**src/hdlc_tx_pkg.sv**
```systemverilog
package hdlc_tx_pkg;

    // Stuff a zero after this many consecutive ones
    localparam int unsigned ONES_BEFORE_STUFF = 5;

    // CRC-16/X.25, reflected form
    localparam logic [15:0] CRC_POLY   = 16'h8408;
    localparam logic [15:0] CRC_PRESET = 16'hFFFF;

    localparam int unsigned RUN_W   = 3;
    localparam int unsigned LEFT_W  = 5;
    localparam int unsigned SHIFT_W = 16;

    localparam logic [RUN_W-1:0]  RUN_MAX    = '1;
    localparam logic [RUN_W-1:0]  RUN_STUFF  = RUN_W'(ONES_BEFORE_STUFF);
    localparam logic [LEFT_W-1:0] BYTE_BITS  = LEFT_W'(8);
    localparam logic [LEFT_W-1:0] CRC_BITS   = LEFT_W'(16);

    typedef enum logic [1:0] {
        CMD_START = 2'd0,
        CMD_FLAG  = 2'd1,
        CMD_BODY  = 2'd2,
        CMD_CRC   = 2'd3
    } cmd_t;

    // Serializer state: line state plus the word being shifted out
    typedef struct packed {
        logic [15:0]        crc;
        logic [RUN_W-1:0]   ones;
        logic               level;
        logic [SHIFT_W-1:0] shreg;
        logic [LEFT_W-1:0]  left;
        logic               stuff_en;
        logic               crc_en;
    } eng_state_t;

    // One emitted line bit
    typedef struct packed {
        logic line_bit;
        logic raw_bit;
        logic stuffed;
        logic last;
    } bit_out_t;

endpackage

```
**src/hdlc_tx_bit_unit.sv**
```systemverilog
module hdlc_tx_bit_unit (
    input  hdlc_tx_pkg::eng_state_t st,
    output hdlc_tx_pkg::eng_state_t st_next,
    output hdlc_tx_pkg::bit_out_t   bout
);

    logic                          stuff_now;
    logic                          raw;
    logic                          fb;
    logic [hdlc_tx_pkg::RUN_W-1:0] ones_n;
    logic [15:0]                   crc_shift;

    // Stuff zero goes out whenever stuffing is enabled and the run has reached the limit
    assign stuff_now = st.stuff_en && (st.ones >= hdlc_tx_pkg::RUN_STUFF);
    assign raw       = stuff_now ? 1'b0 : st.shreg[0];

    // Ones run after this bit, saturating
    always_comb begin
        if (stuff_now || !raw) begin
            ones_n = '0;
        end else if (st.ones == hdlc_tx_pkg::RUN_MAX) begin
            ones_n = st.ones;
        end else begin
            ones_n = st.ones + hdlc_tx_pkg::RUN_W'(1);
        end
    end

    // One CRC step on the data bit
    assign fb        = st.crc[0] ^ raw;
    assign crc_shift = fb ? ((st.crc >> 1) ^ hdlc_tx_pkg::CRC_POLY) : (st.crc >> 1);

    always_comb begin
        st_next       = st;
        st_next.ones  = ones_n;
        st_next.level = raw ? st.level : ~st.level;
        if (!stuff_now) begin
            st_next.shreg = st.shreg >> 1;
            st_next.left  = st.left - hdlc_tx_pkg::LEFT_W'(1);
            if (st.crc_en) begin
                st_next.crc = crc_shift;
            end
        end
    end

    // Final bit: no data left and no trailing stuff zero due
    always_comb begin
        bout.line_bit = st_next.level;
        bout.raw_bit  = raw;
        bout.stuffed  = stuff_now;
        if (stuff_now) begin
            bout.last = (st.left == '0);
        end else begin
            bout.last = (st.left == hdlc_tx_pkg::LEFT_W'(1)) &&
                        (!st.stuff_en || (ones_n < hdlc_tx_pkg::RUN_STUFF));
        end
    end

endmodule

```
**src/hdlc_tx_bit_stuffer_nrzi.sv**
```systemverilog
// HDLC transmit framer. Each input beat is one command in s_tuser (start
// frame, flag byte, body byte, append CRC) with the byte in s_tdata. Flag
// bytes go out LSB first unstuffed; body bytes feed a CRC-16/X.25 and go out
// LSB first with a zero stuffed after five ones; append CRC sends the
// inverted CRC low byte first, also stuffed. Every bit is NRZI coded and is
// one output beat, m_tlast marking the final bit of a command. Bits are
// produced by one serializer step unit at one bit per cycle while m_tready
// does not stall the output. s_tready is low while a command's bits are
// being produced.
module hdlc_tx_bit_stuffer_nrzi (
    input  logic       aclk,
    input  logic       aresetn,
    input  logic       s_tvalid,
    output logic       s_tready,
    input  logic [7:0] s_tdata,   // [7:0] data_byte
    input  logic [1:0] s_tuser,   // [1:0] cmd
    output logic       m_tvalid,
    input  logic       m_tready,
    output logic [7:0] m_tdata,   // [0] line_bit, [1] raw_bit, [7:2] zero
    output logic       m_tuser,   // [0] stuffed
    output logic       m_tlast    // last bit of the command
);

    hdlc_tx_pkg::eng_state_t eng_reg;
    hdlc_tx_pkg::eng_state_t eng_next;
    hdlc_tx_pkg::bit_out_t   bout;
    logic                    busy_reg;
    logic                    m_tvalid_reg;
    logic [1:0]              m_bits_reg;
    logic                    m_tuser_reg;
    logic                    m_tlast_reg;
    logic                    s_beat;
    logic                    step;
    hdlc_tx_pkg::cmd_t       cmd;

    hdlc_tx_bit_unit u_bit (
        .st      (eng_reg),
        .st_next (eng_next),
        .bout    (bout)
    );

    assign cmd      = hdlc_tx_pkg::cmd_t'(s_tuser);
    assign s_tready = !busy_reg;
    assign s_beat   = s_tvalid && s_tready;
    assign step     = busy_reg && (!m_tvalid_reg || m_tready);

    assign m_tvalid = m_tvalid_reg;
    assign m_tdata  = {6'b0, m_bits_reg};
    assign m_tuser  = m_tuser_reg;
    assign m_tlast  = m_tlast_reg;

    // Command load, serializer steps and output register
    always_ff @(posedge aclk) begin
        if (!aresetn) begin
            busy_reg         <= 1'b0;
            m_tvalid_reg     <= 1'b0;
            eng_reg.crc      <= hdlc_tx_pkg::CRC_PRESET;
            eng_reg.ones     <= '0;
            eng_reg.level    <= 1'b0;
            eng_reg.left     <= '0;
            eng_reg.stuff_en <= 1'b0;
            eng_reg.crc_en   <= 1'b0;
        end else begin
            if (step) begin
                eng_reg      <= eng_next;
                m_tvalid_reg <= 1'b1;
                m_bits_reg   <= {bout.raw_bit, bout.line_bit};
                m_tuser_reg  <= bout.stuffed;
                m_tlast_reg  <= bout.last;
                if (bout.last) begin
                    busy_reg <= 1'b0;
                end
            end else if (m_tready) begin
                m_tvalid_reg <= 1'b0;
            end

            if (s_beat) begin
                unique case (cmd)
                    hdlc_tx_pkg::CMD_START: begin
                        eng_reg.crc   <= hdlc_tx_pkg::CRC_PRESET;
                        eng_reg.ones  <= '0;
                        eng_reg.level <= 1'b0;
                    end
                    hdlc_tx_pkg::CMD_FLAG: begin
                        eng_reg.shreg    <= {8'h00, s_tdata};
                        eng_reg.left     <= hdlc_tx_pkg::BYTE_BITS;
                        eng_reg.stuff_en <= 1'b0;
                        eng_reg.crc_en   <= 1'b0;
                        busy_reg         <= 1'b1;
                    end
                    hdlc_tx_pkg::CMD_BODY: begin
                        eng_reg.shreg    <= {8'h00, s_tdata};
                        eng_reg.left     <= hdlc_tx_pkg::BYTE_BITS;
                        eng_reg.stuff_en <= 1'b1;
                        eng_reg.crc_en   <= 1'b1;
                        busy_reg         <= 1'b1;
                    end
                    hdlc_tx_pkg::CMD_CRC: begin
                        eng_reg.shreg    <= ~eng_reg.crc;
                        eng_reg.left     <= hdlc_tx_pkg::CRC_BITS;
                        eng_reg.stuff_en <= 1'b1;
                        eng_reg.crc_en   <= 1'b0;
                        busy_reg         <= 1'b1;
                    end
                    default: begin
                        busy_reg <= busy_reg;
                    end
                endcase
            end
        end
    end

endmodule

```
**config.mk**
```make
export PLATFORM = sky130hd
export DESIGN_NAME = hdlc_tx_bit_stuffer_nrzi
export DESIGN_NICKNAME = d
export VERILOG_FILES = /design/src/hdlc_tx_pkg.sv /design/src/hdlc_tx_bit_unit.sv /design/src/hdlc_tx_bit_stuffer_nrzi.sv
export SDC_FILE = /design/constraint.sdc
export NUM_CORES = 1
export LEC_CHECK = 0
export ABC_AREA = 1
export BUFFER_PORTS_ARGS = -buffer_cell sky130_fd_sc_hd__buf_2
export CORE_ASPECT_RATIO = 1.25
export CORE_MARGIN = 4
export CORE_UTILIZATION = 30
export CTS_CLUSTER_DIAMETER = 30
export DETAILED_ROUTE_END_ITERATION = 7
export GPL_ROUTABILITY_DRIVEN = 1
export MAX_ROUTING_LAYER = met4
export SLEW_MARGIN = 20
export SYNTH_ARGS = -nofsm -noshare
export SYNTH_HDL_FRONTEND = slang
export SYNTH_SLANG_ARGS = --single-unit
```
**constraint.sdc**
```tcl
create_clock -name aclk -period 1.6 [get_ports aclk]
set_input_delay 0.32 -clock aclk [delete_from_list [all_inputs] [get_ports aclk]]
set_output_delay 0.32 -clock aclk [all_outputs]
set_load 0.02 [all_outputs]
```
==> results.py, run 1 <==
metrics = {
    "run_status": {
        "status": "finished clean",
    },
    "cells_and_area": {
        "drive_above_1_share_pct": 32.7,
        "stdcell_area_um2": 3040,
        "fin_nets": 337,
        "diodes": 0,
        "largest_register_ffs": 43,
        "stdcell_count": 410,
        "area_growth_pct": 22.2,
    },
    "worst_setup_path": {
        "cp_slowest_cell": "dfxtp_2",
        "crit_end": "busy_reg",
        "r2r_setup_slack_ns": 0.04,
        "crit_top_cell": "nand2_1",
        "r2r_start": "eng_reg[25]",
        "reg2reg_to": "busy_reg",
        "crit_start": "eng_reg[25]",
        "slowest_delay_ns": 0.35,
        "crit_fanout": 5,
        "cp-start-kind": "register",
        "criticalPathCategory": "register to register",
        "endpoint_kind": "register",
        "r2r_cells": 14,
        "required_ns": 1.84,
        "crit_arrival_ns": 1.80,
        "crit_chain": "inv_2 -> ha_4 -> inv_2 -> nand2_2 -> nand2_4 -> buf_6 -> nand3_4 -> nor2_2 -> nand2_2 -> nand2_1 -> nand2_1 -> nand2_1 -> nand2_1 -> a21oi_1",
    },
    "sta": {
        "setup_violations": 0,
        "final-max-slew-violation-count": 0,
        "rsz0062_at_grt": "yes",
        "max_freq_mhz": 643,
        "skew_ns": 0.0110,
        "finalHoldViolCount": 0,
        "setup_tns_ns": 0,
        "fin_crit_ns": 1.56,
        "holdWs_ns": 0.304,
        "fin_crit_sh_pct": 97.2,
    },
    "place": {
        "numPortBuffers": 19,
        "placed_cells_incl_taps": 394,
        "gp_congestion": 0.822,
        "dpl.hpwl_mm": 3.63,
        "post_dp_cell_area_um2": 2740,
    },
    "synthesis": {
        "async_flop_share_pct": 0,
        "syn_inst": 277,
        "synth_edf_count": 20,
        "syn_area_um2": 2490,
        "synth_top_area_share_pct": 24.1,
        "synth_most_common_cell": "nand2_1",
        "ys_seq_area_share_pct": 47.5,
        "yosys-top-cells-area": "edfxtp_1 (24%), dfxtp_1 (23%), nand2_1 (6.0%)",
        "synth-seq-cells": 49,
        "ys_types": 34,
        "synth.largest_area_cell": "edfxtp_1",
        "ys_warn_count": 0,
        "avgSynthCellArea_um2": 8.98,
        "synth_top_flop_cell": "dfxtp_1",
        "yosys-top-cells-count": "nand2_1 (40), dfxtp_1 (29), nor2_1 (26), o21ai_0 (23), edfxtp_1 (20)",
    },
    "power": {
        "p_int_mw": 2.27,
        "p_switching_mw": 0.817,
        "power_frac_clock_pct": 33.9,
        "max-vdd-ir-drop_mv": 0.669,
        "combPwrFrac_pct": 18.0,
        "p_seq_share_pct": 48.1,
        "power_mw": 3.09,
        "p_leak_nw": 1.30,
        "swShare_pct": 26.5,
        "power_density_nw_per_um2": 1020,
    },
    "drt": {
        "drc": 0,
        "firstDrtPassIters": 4,
        "wl_mm": 5.34,
        "wl_per_cell_um": 13.0,
        "routed_via_density": 4.77,
        "num_vias": 1955,
        "antenna_left": 0,
        "dr.first_iter.drc_count": 75,
    },
    "clocking": {
        "path_clk_slew_ns": 0.10,
        "clockBufferDepth": 2,
        "clockRootBuffer": "clkbuf_8",
        "hold_buffers": 0,
        "cts_tree": "done",
        "worstSkewPairLatency_ns": 0.31,
        "cts_inserted_buffers": 5,
        "cts_sinks": 49,
        "htree_levels": 2,
    },
    "die": {
        "core_um2": 7930,
        "num_io_pins": 26,
        "die_height_um": 110,
        "die_area_um2": 9830,
        "start_util_pct": 31.4,
        "die_w_um": 89.5,
        "num_rows": 36,
    },
    "worst_hold_path": {
        "min_path_type": "primary input to register",
        "hold_start": "m_tready",
    },
    "grt": {
        "grt_max_degree": 20,
        "antenna_found_initial": 0,
        "grt_pass1_vias": 1783,
        "grt_remaining_overflow": 0,
        "grt_pass1_wl_mm": 8.45,
        "gr-usage-all-layers_pct": 11.3,
    },
    "job": {
        "maxCapViolations": 0,
    },
}
==> area by class of cell <==
type | instances | area (um2)
Clock buffer | 5 | 68.8
Tap cell | 95 | 119
Timing Repair Buffer | 43 | 325
Clock inverter | 3 | 65.1
Multi-Input combinational cell | 191 | 1180
Sequential cell | 49 | 1190
Inverter | 24 | 96.3
Fill cell | 806 | 4890
==> worst max-delay path: cells and delay by family, from the launching register on <==
family / cells / cell delay, ns
buf+inv: 3 / 0.20
fa+ha+maj: 1 / 0.15
compound gates: 1 / 0.13
simple gates: 9 / 0.67
flops: 1 / 0.35
==> routing by layer <==
layer / vias up / routed length, um / GRT usage [%]
li1: 999 / - / -
met1: 904 / 2460 / 14.2
met2: 46 / 2590 / 18.2
met3: 6 / 244 / 2.85
met4: 0 / 53 / 2.55
met5: - / 0 / -
==> layout by cell type (no fill, tap or decap), types with 7 or more instances in the layout <==
| cell | count |
|---|---|
| inv_1 | 16 |
| o21ai_1 | 11 |
| nor2_1 | 25 |
| nand3_1 | 16 |
| buf_4 | 16 |
| nand2_2 | 20 |
| o221ai_1 | 9 |
| o21ai_0 | 13 |
| nand2_1 | 35 |
| nand3_2 | 9 |
| ha_1 | 7 |
| dfxtp_1 | 27 |
| edfxtp_1 | 20 |
| a21oi_1 | 12 |
| buf_2 | 20 |
==> logic make-up (layout without fill, tap and decap cells) <==
family | count (synthesis) | count (layout) | share of synthesized area (%)
AO/OA/AOI/OAI | 55 | 55 | 13.3
XOR/XNOR | 5 | 5 | 2.06
adder cells (fa/ha/maj) | 9 | 9 | 4.52
buffers and inverters | 42 | 75 | 9.10
flip-flops | 49 | 49 | 47.5
other | 1 | 6 | 0.151
AND/OR/NAND/NOR | 116 | 116 | 23.4
==> power groups by stage <==
stage	logic [mW]	clock network [mW]	registers (mW)
after detailed placement	0.494	0	1.50
after global routing	0.620	1.13	1.50
after CTS	0.499	1.08	1.48
after floorplan	0.350	0	1.50
after global placement	0.488	0	1.50
final	0.556	1.05	1.48
==> through the flow <==
| step | utilization (%) | setup WS (ns) |
|---|---|---|
| 3_3_place_gp | 34.5 | -0.0100 |
| 6_report | 38.4 | 0.0447 |
| 3_5_place_dp | 34.5 | -0.0247 |
| 4_1_cts | 36.2 | -0.0199 |
| 2_1_floorplan | - | 0.0724 |
| 5_1_grt | 38.4 | -0.0527 |
==> how the worst min path moves through the flow <==
stage | slack, ns | cells past startpoint | to
4_1_cts | 0.30 | 4 | m_tvalid
6_report | 0.30 | 4 | m_tvalid
3_3_place_gp | 0.48 | 2 | eng_reg[33]
5_1_grt | 0.33 | 3 | eng_reg[8]
2_1_floorplan | 0.43 | 0 | eng_reg[10]
3_5_place_dp | 0.48 | 2 | eng_reg[33]
==> timing repair <==
item | 4_1_cts | 5_1_grt
setup endpoints to repair | 12 | 32
resized for setup | 4 | 32
pin swaps | 0 | 9
setup buffers | 0 | 7
gates cloned | 0 | 1
(Power assumes the default switching activity.)
==> run 2, diff against run 1 <==
--- a/config.mk
+++ b/config.mk
@@ -5,15 +5,16 @@
 export SDC_FILE = /design/constraint.sdc
 export NUM_CORES = 1
 export LEC_CHECK = 0
-export ABC_AREA = 1
+export ABC_AREA = 0
 export BUFFER_PORTS_ARGS = -buffer_cell sky130_fd_sc_hd__buf_2
 export CORE_ASPECT_RATIO = 1.25
 export CORE_MARGIN = 4
-export CORE_UTILIZATION = 30
+export CORE_UTILIZATION = 52
 export CTS_CLUSTER_DIAMETER = 30
 export DETAILED_ROUTE_END_ITERATION = 7
 export GPL_ROUTABILITY_DRIVEN = 1
 export MAX_ROUTING_LAYER = met4
+export PLACE_DENSITY = 0.75
 export SLEW_MARGIN = 20
 export SYNTH_ARGS = -nofsm -noshare
 export SYNTH_HDL_FRONTEND = slang
==> run 2 against run 1 <==
Against the previous run:
- the flow now finishes with violations (setup timing)
- first-iteration DRC count is 100% higher
- hold slack better by 0.036 ns
- flip-flop and latch count stayed put
- cell area is 0.95% higher
- fmax is 3.6% lower
- critical path type unchanged
==> results.py, run 2 <==
metrics = {
    "run_status": {
        "status": "finished with violations",
        "violations": "setup timing",
    },
    "worst_hold_path": {
        "hold_start": "aresetn",
        "min_to": "eng_reg[6]",
        "holdPathStages": 3,
        "min_path_type": "primary input to register",
    },
    "power": {
        "max-vdd-ir-drop_mv": 0.610,
        "p_int_mw": 1.95,
        "p_switching_mw": 0.775,
        "combPwrFrac_pct": 20.3,
        "power_density_nw_per_um2": 889,
        "swShare_pct": 28.4,
        "p_leak_nw": 1.36,
        "power_frac_clock_pct": 26.0,
        "p_seq_share_pct": 53.8,
        "power_mw": 2.73,
    },
    "clocking": {
        "path_clk_slew_ns": 0.09,
        "worstSkewPairLatency_ns": 0.30,
        "cts_tree": "done",
        "clockBufferDepth": 2,
        "cts_inserted_buffers": 5,
        "htree_levels": 2,
        "hold_buffers": 0,
        "cts_sinks": 49,
        "clockRootBuffer": "clkbuf_8",
    },
    "die": {
        "num_rows": 27,
        "die_height_um": 85.5,
        "core_um2": 4530,
        "die_w_um": 70.0,
        "num_io_pins": 26,
        "start_util_pct": 55.2,
        "die_area_um2": 5980,
    },
    "drt": {
        "drc": 0,
        "wl_met3_um": 282,
        "wl_mm": 5.79,
        "num_vias": 2092,
        "antenna_left": 0,
        "dr.first_iter.drc_count": 150,
        "routed.top_layer": "met4",
        "met2_wirelength_mm": 2.96,
        "wl_per_cell_um": 15.5,
        "firstDrtPassIters": 5,
        "wl_met1_mm": 2.47,
        "routed_via_density": 5.59,
    },
    "place": {
        "gp_congestion": 0.835,
        "dp_slack_ns": -0.153,
        "numPortBuffers": 19,
        "dpl.hpwl_mm": 3.92,
    },
    "sta": {
        "skew_ns": 0.0110,
        "max_freq_mhz": 620,
        "fin_crit_ns": 1.61,
        "post-route-worst-setup-slack_ns": -0.0135,
        "fin_crit_sh_pct": 101,
        "final-max-slew-violation-count": 0,
        "rsz0062_at_grt": "yes",
        "setup_violations": 8,
        "finalHoldViolCount": 0,
        "holdWs_ns": 0.340,
    },
    "cells_and_area": {
        "fin_nets": 338,
        "diodes": 0,
        "mostFrequentLayoutCells": "nand2_1 (50), dfxtp_1 (27), buf_4 (23)",
        "drive_above_1_share_pct": 26.9,
        "final_common_cell": "nand2_1",
        "area_growth_pct": 22.9,
        "largest_register_ffs": 43,
        "nFillCells": 366,
        "final_util_pct": 67.8,
    },
    "synthesis": {
        "synth-seq-cells": 49,
        "ys_warn_count": 0,
        "synth_top_area_share_pct": 24.0,
        "ys_seq_area_share_pct": 47.3,
        "yosys-top-cells-area": "edfxtp_1 (24%), dfxtp_1 (23%), nand2_1 (9.0%)",
        "synth.largest_area_cell": "edfxtp_1",
        "synth_most_common_cell": "nand2_1",
        "syn_area_um2": 2500,
        "synth_top_flop_cell": "dfxtp_1",
        "yosys-top-cells-count": "nand2_1 (60), dfxtp_1 (29), inv_1 (23), edfxtp_1 (20), a31oi_1 (17)",
        "async_flop_share_pct": 0,
        "avgSynthCellArea_um2": 9.08,
        "ys_types": 45,
        "synth_edf_count": 20,
        "syn_inst": 275,
    },
    "grt": {
        "gr-usage-all-layers_pct": 20.2,
        "grt_remaining_overflow": 0,
        "grt_pass1_vias": 2026,
        "antenna_found_initial": 0,
        "grt_pass1_wl_mm": 9.39,
        "grt_max_degree": 33,
    },
    "worst_setup_path": {
        "crit_fanout": 16,
        "reg2reg_to": "eng_reg[17]",
        "r2r_cells": 8,
        "required_ns": 1.64,
        "endpoint_kind": "register",
        "cp-start-kind": "register",
        "r2r_start": "eng_reg[25]",
        "criticalPathCategory": "register to register",
        "r2r_setup_slack_ns": -0.01,
        "crit_arrival_ns": 1.65,
    },
    "job": {
        "maxCapViolations": 0,
    },
}
-- run 2: critical path: stages, from the launching register on --
cell	delay [ns]
dfxtp_4	0.38
inv_4	0.04
ha_4	0.15
o211ai_4	0.22
buf_6	0.15
nand3_2	0.06
buf_6	0.17
nand2_1	0.09
a31oi_1	0.09
-- run 2: what timing repair did --
action	4_1_cts	5_1_grt
pin swaps	0	5
gates cloned	0	1
buffers inserted	0	3
gates resized for setup	2	25
setup endpoints to repair	23	35
-- run 2: worst max path at each step --
| stage | start | to | slack, ns | depth (start not counted) |
|---|---|---|---|---|
| after global routing | eng_reg[25] | eng_reg[29] | -0.09 | 7 |
| after CTS | eng_reg[25] | eng_reg[32] | -0.04 | 8 |
| after global placement | s_tuser[0] | eng_reg[12] | -0.07 | 6 |
| after floorplan | eng_reg[25] | eng_reg[19] | -0.08 | 8 |
| final | eng_reg[25] | eng_reg[17] | -0.01 | 8 |
| after detailed placement | s_tuser[0] | eng_reg[9] | -0.15 | 6 |
-- run 2: layout make-up --
type                    count  area (um2)  share of cell area, %
inverters                  24        95.1                   3.10
clock inverters             2        10.0                  0.326
repair buffers             51         418                   13.6
clock buffers               6        72.6                   2.36
multi-input cells         184        1210                   39.5
flip-flops and latches     49        1190                   38.7
well taps                  58        72.6                   2.36
-- run 2: power groups by stage --
stage	Combinational [mW]	Sequential, mW	Clock (mW)
floorplan	0.341	1.49	0
global placement	0.502	1.49	0
detailed placement	0.515	1.49	0
CTS	0.519	1.46	0.730
global route	0.613	1.48	0.771
finish	0.552	1.47	0.708
-- run 2: layer usage --
layer  vias up  GRT usage [%]
met5         -              -
met1       993           23.9
met4         0           9.23
li1       1029              -
met2        64           32.7
met3         6           4.38
-- run 2: through the flow --
| step | cell area [um2] | setup TNS (ns) | std cells |
|---|---|---|---|
| after CTS | 2930 | -0.396 | 370 |
| after detailed placement | 2840 | -1.11 | 362 |
| after floorplan | 2540 | -0.651 | 280 |
| after global routing | 3070 | -1.38 | 374 |
| final | 3070 | -0.0696 | 374 |
| after global placement | 2840 | -0.498 | 362 |
-- run 2: cell families (layout without fill, tap and decap cells) --
group	Yosys count	after routing	share of synthesized area (%)
simple gates	100	100	18.5
xor+xnor	10	10	3.51
other cells	1	6	0.150
fa+ha+maj	9	9	4.51
compound gates	57	57	16.6
flops	49	49	47.3
buf+inv	47	83	8.62
mux	2	2	0.802
==> run 3, diff against run 2 <==
--- a/config.mk
+++ b/config.mk
@@ -8,13 +8,13 @@
 export ABC_AREA = 0
 export BUFFER_PORTS_ARGS = -buffer_cell sky130_fd_sc_hd__buf_2
 export CORE_ASPECT_RATIO = 1.25
-export CORE_MARGIN = 4
 export CORE_UTILIZATION = 52
 export CTS_CLUSTER_DIAMETER = 30
 export DETAILED_ROUTE_END_ITERATION = 7
 export GPL_ROUTABILITY_DRIVEN = 1
 export MAX_ROUTING_LAYER = met4
 export PLACE_DENSITY = 0.75
+export RECOVER_POWER = 100
 export SLEW_MARGIN = 20
 export SYNTH_ARGS = -nofsm -noshare
 export SYNTH_HDL_FRONTEND = slang
==> constraint.sdc (replaced) <==
create_clock -name aclk -period 1.4 [get_ports aclk]
set_input_delay 0.28 -clock aclk [delete_from_list [all_inputs] [get_ports aclk]]
set_output_delay 0.28 -clock aclk [all_outputs]
set_load 0.02 [all_outputs]
==> run 3 against run 2 <==
Against the previous run:
- the run still ends with setup timing left
- first-iteration DRC count decreased by 20%
- critical path depth decreased by 1
- die area shrank 15%
- largest power group unchanged
==> results.py, run 3 (same netlist as run 2, synthesis figures left out) <==
metrics = {
    "worst_setup_path": {
        "criticalPathCategory": "register to register",
        "crit_fanout": 6,
        "crit_arrival_ns": 1.64,
        "cp-start-kind": "register",
        "endpoint_kind": "register",
        "r2r_cells": 7,
        "required_ns": 1.45,
    },
    "cells_and_area": {
        "drive_above_1_share_pct": 28.7,
        "stdcell_area_um2": 3160,
        "fin_nets": 343,
        "area_growth_pct": 26.4,
        "diodes": 0,
        "stdcell_count": 379,
        "final_common_cell": "nand2_1",
        "largest_register_ffs": 43,
        "mostFrequentLayoutCells": "nand2_1 (49), dfxtp_1 (27), buf_4 (24)",
    },
    "drt": {
        "wl_per_cell_um": 14.8,
        "antenna_left": 0,
        "wl_mm": 5.61,
        "routed_via_density": 5.62,
        "drc": 0,
        "firstDrtPassIters": 4,
        "num_vias": 2131,
        "dr.first_iter.drc_count": 120,
    },
    "sta": {
        "fin_crit_sh_pct": 114,
        "max_freq_mhz": 629,
        "fin_crit_ns": 1.59,
        "post-route-worst-setup-slack_ns": -0.190,
        "holdWs_ns": 0.329,
        "skew_ns": 0.00873,
        "worst_slew_pin_slew_ns": 0.545,
        "rsz0062_at_grt": "yes",
        "final-max-slew-violation-count": 0,
        "slew_headroom_pct": 63.7,
        "finalHoldViolCount": 0,
        "setup_violations": 43,
        "setup_tns_ns": -6.02,
    },
    "die": {
        "die_area_um2": 5090,
        "num_rows": 27,
        "start_util_pct": 55.6,
        "num_io_pins": 26,
        "die_height_um": 79.5,
        "core_um2": 4490,
        "die_w_um": 64.0,
    },
    "worst_hold_path": {
        "holdPathStages": 3,
        "min_path_type": "primary input to register",
    },
    "power": {
        "power_mw": 3.25,
        "power_density_nw_per_um2": 1030,
        "max-vdd-ir-drop_mv": 0.699,
        "p_leak_nw": 1.39,
    },
    "clocking": {
        "path_clk_slew_ns": 0.09,
        "worstSkewPairLatency_ns": 0.30,
        "clockBufferDepth": 2,
        "clockRootBuffer": "clkbuf_8",
        "htree_levels": 2,
        "cts_tree": "done",
        "hold_buffers": 0,
        "cts_inserted_buffers": 5,
        "cts_sinks": 49,
    },
    "job": {
        "maxCapViolations": 0,
    },
    "place": {
        "dpl.hpwl_mm": 3.94,
        "gp_congestion": 0.859,
        "placed_cells_incl_taps": 368,
        "numPortBuffers": 19,
        "post_dp_cell_area_um2": 2900,
    },
    "grt": {
        "grt_pass1_vias": 2060,
        "grt_pass1_wl_mm": 9.67,
        "antenna_found_initial": 0,
        "gr-usage-all-layers_pct": 25.6,
        "grt_remaining_overflow": 0,
        "grt_max_degree": 29,
    },
    "run_status": {
        "status": "finished with violations",
        "violations": "setup timing",
    },
}
run 3: through the flow:
stage               setup slack (ns)  utilization (%)
finish                        -0.190             70.3
global route                  -0.304             70.3
CTS                           -0.186             69.5
detailed placement            -0.332             64.6
global placement              -0.247             64.6
floorplan                     -0.278                -
run 3: path summary, 6_finish.rpt:
path                    start           to  slack, ns
setup / recovery  eng_reg[25]      m_tlast      -0.19
hold / removal        aresetn   eng_reg[5]       0.33
setup reg to reg  eng_reg[25]      m_tlast      -0.19
hold reg to reg   eng_reg[33]  eng_reg[32]       0.49
run 3: cell type report:
class,count,area [um2]
Clock buffer,7,97.6
Clock inverter,1,3.75
Fill cell,345,1340
Inverter,24,92.6
Multi-Input combinational cell,184,1260
Sequential cell,49,1190
Tap cell,58,72.6
Timing Repair Buffer,56,442
run 3: where the power goes:
group / internal (mW) / switching (mW)
clock network: 0.457 / 0.471
registers: 1.61 / 0.0706
logic: 0.295 / 0.356
run 3: critical path, cell delays in order (launching register included):
cell      delay, ns
dfxtp_4        0.36
inv_2          0.04
ha_4           0.16
o211ai_4       0.23
buf_6          0.17
buf_6          0.11
mux2i_4        0.22
nor3_1         0.07
run 3: what timing repair did:
| item | 4_1_cts | 5_1_grt |
|---|---|---|
| setup buffers | 3 | 1 |
| cloned | 0 | 0 |
| gates resized for setup | 22 | 9 |
| setup endpoints to repair | 44 | 46 |
| pin swaps | 6 | 4 |
run 3: routing by layer:
layer / wire length (um) / vias up / track usage (%)
li1: - / 1039 / -
met1: 2380 / 1036 / 30.3
met3: 135 / 10 / 3.43
met2: 2980 / 46 / 44.4
met4: 114 / 0 / 9.09
met5: 0 / - / -
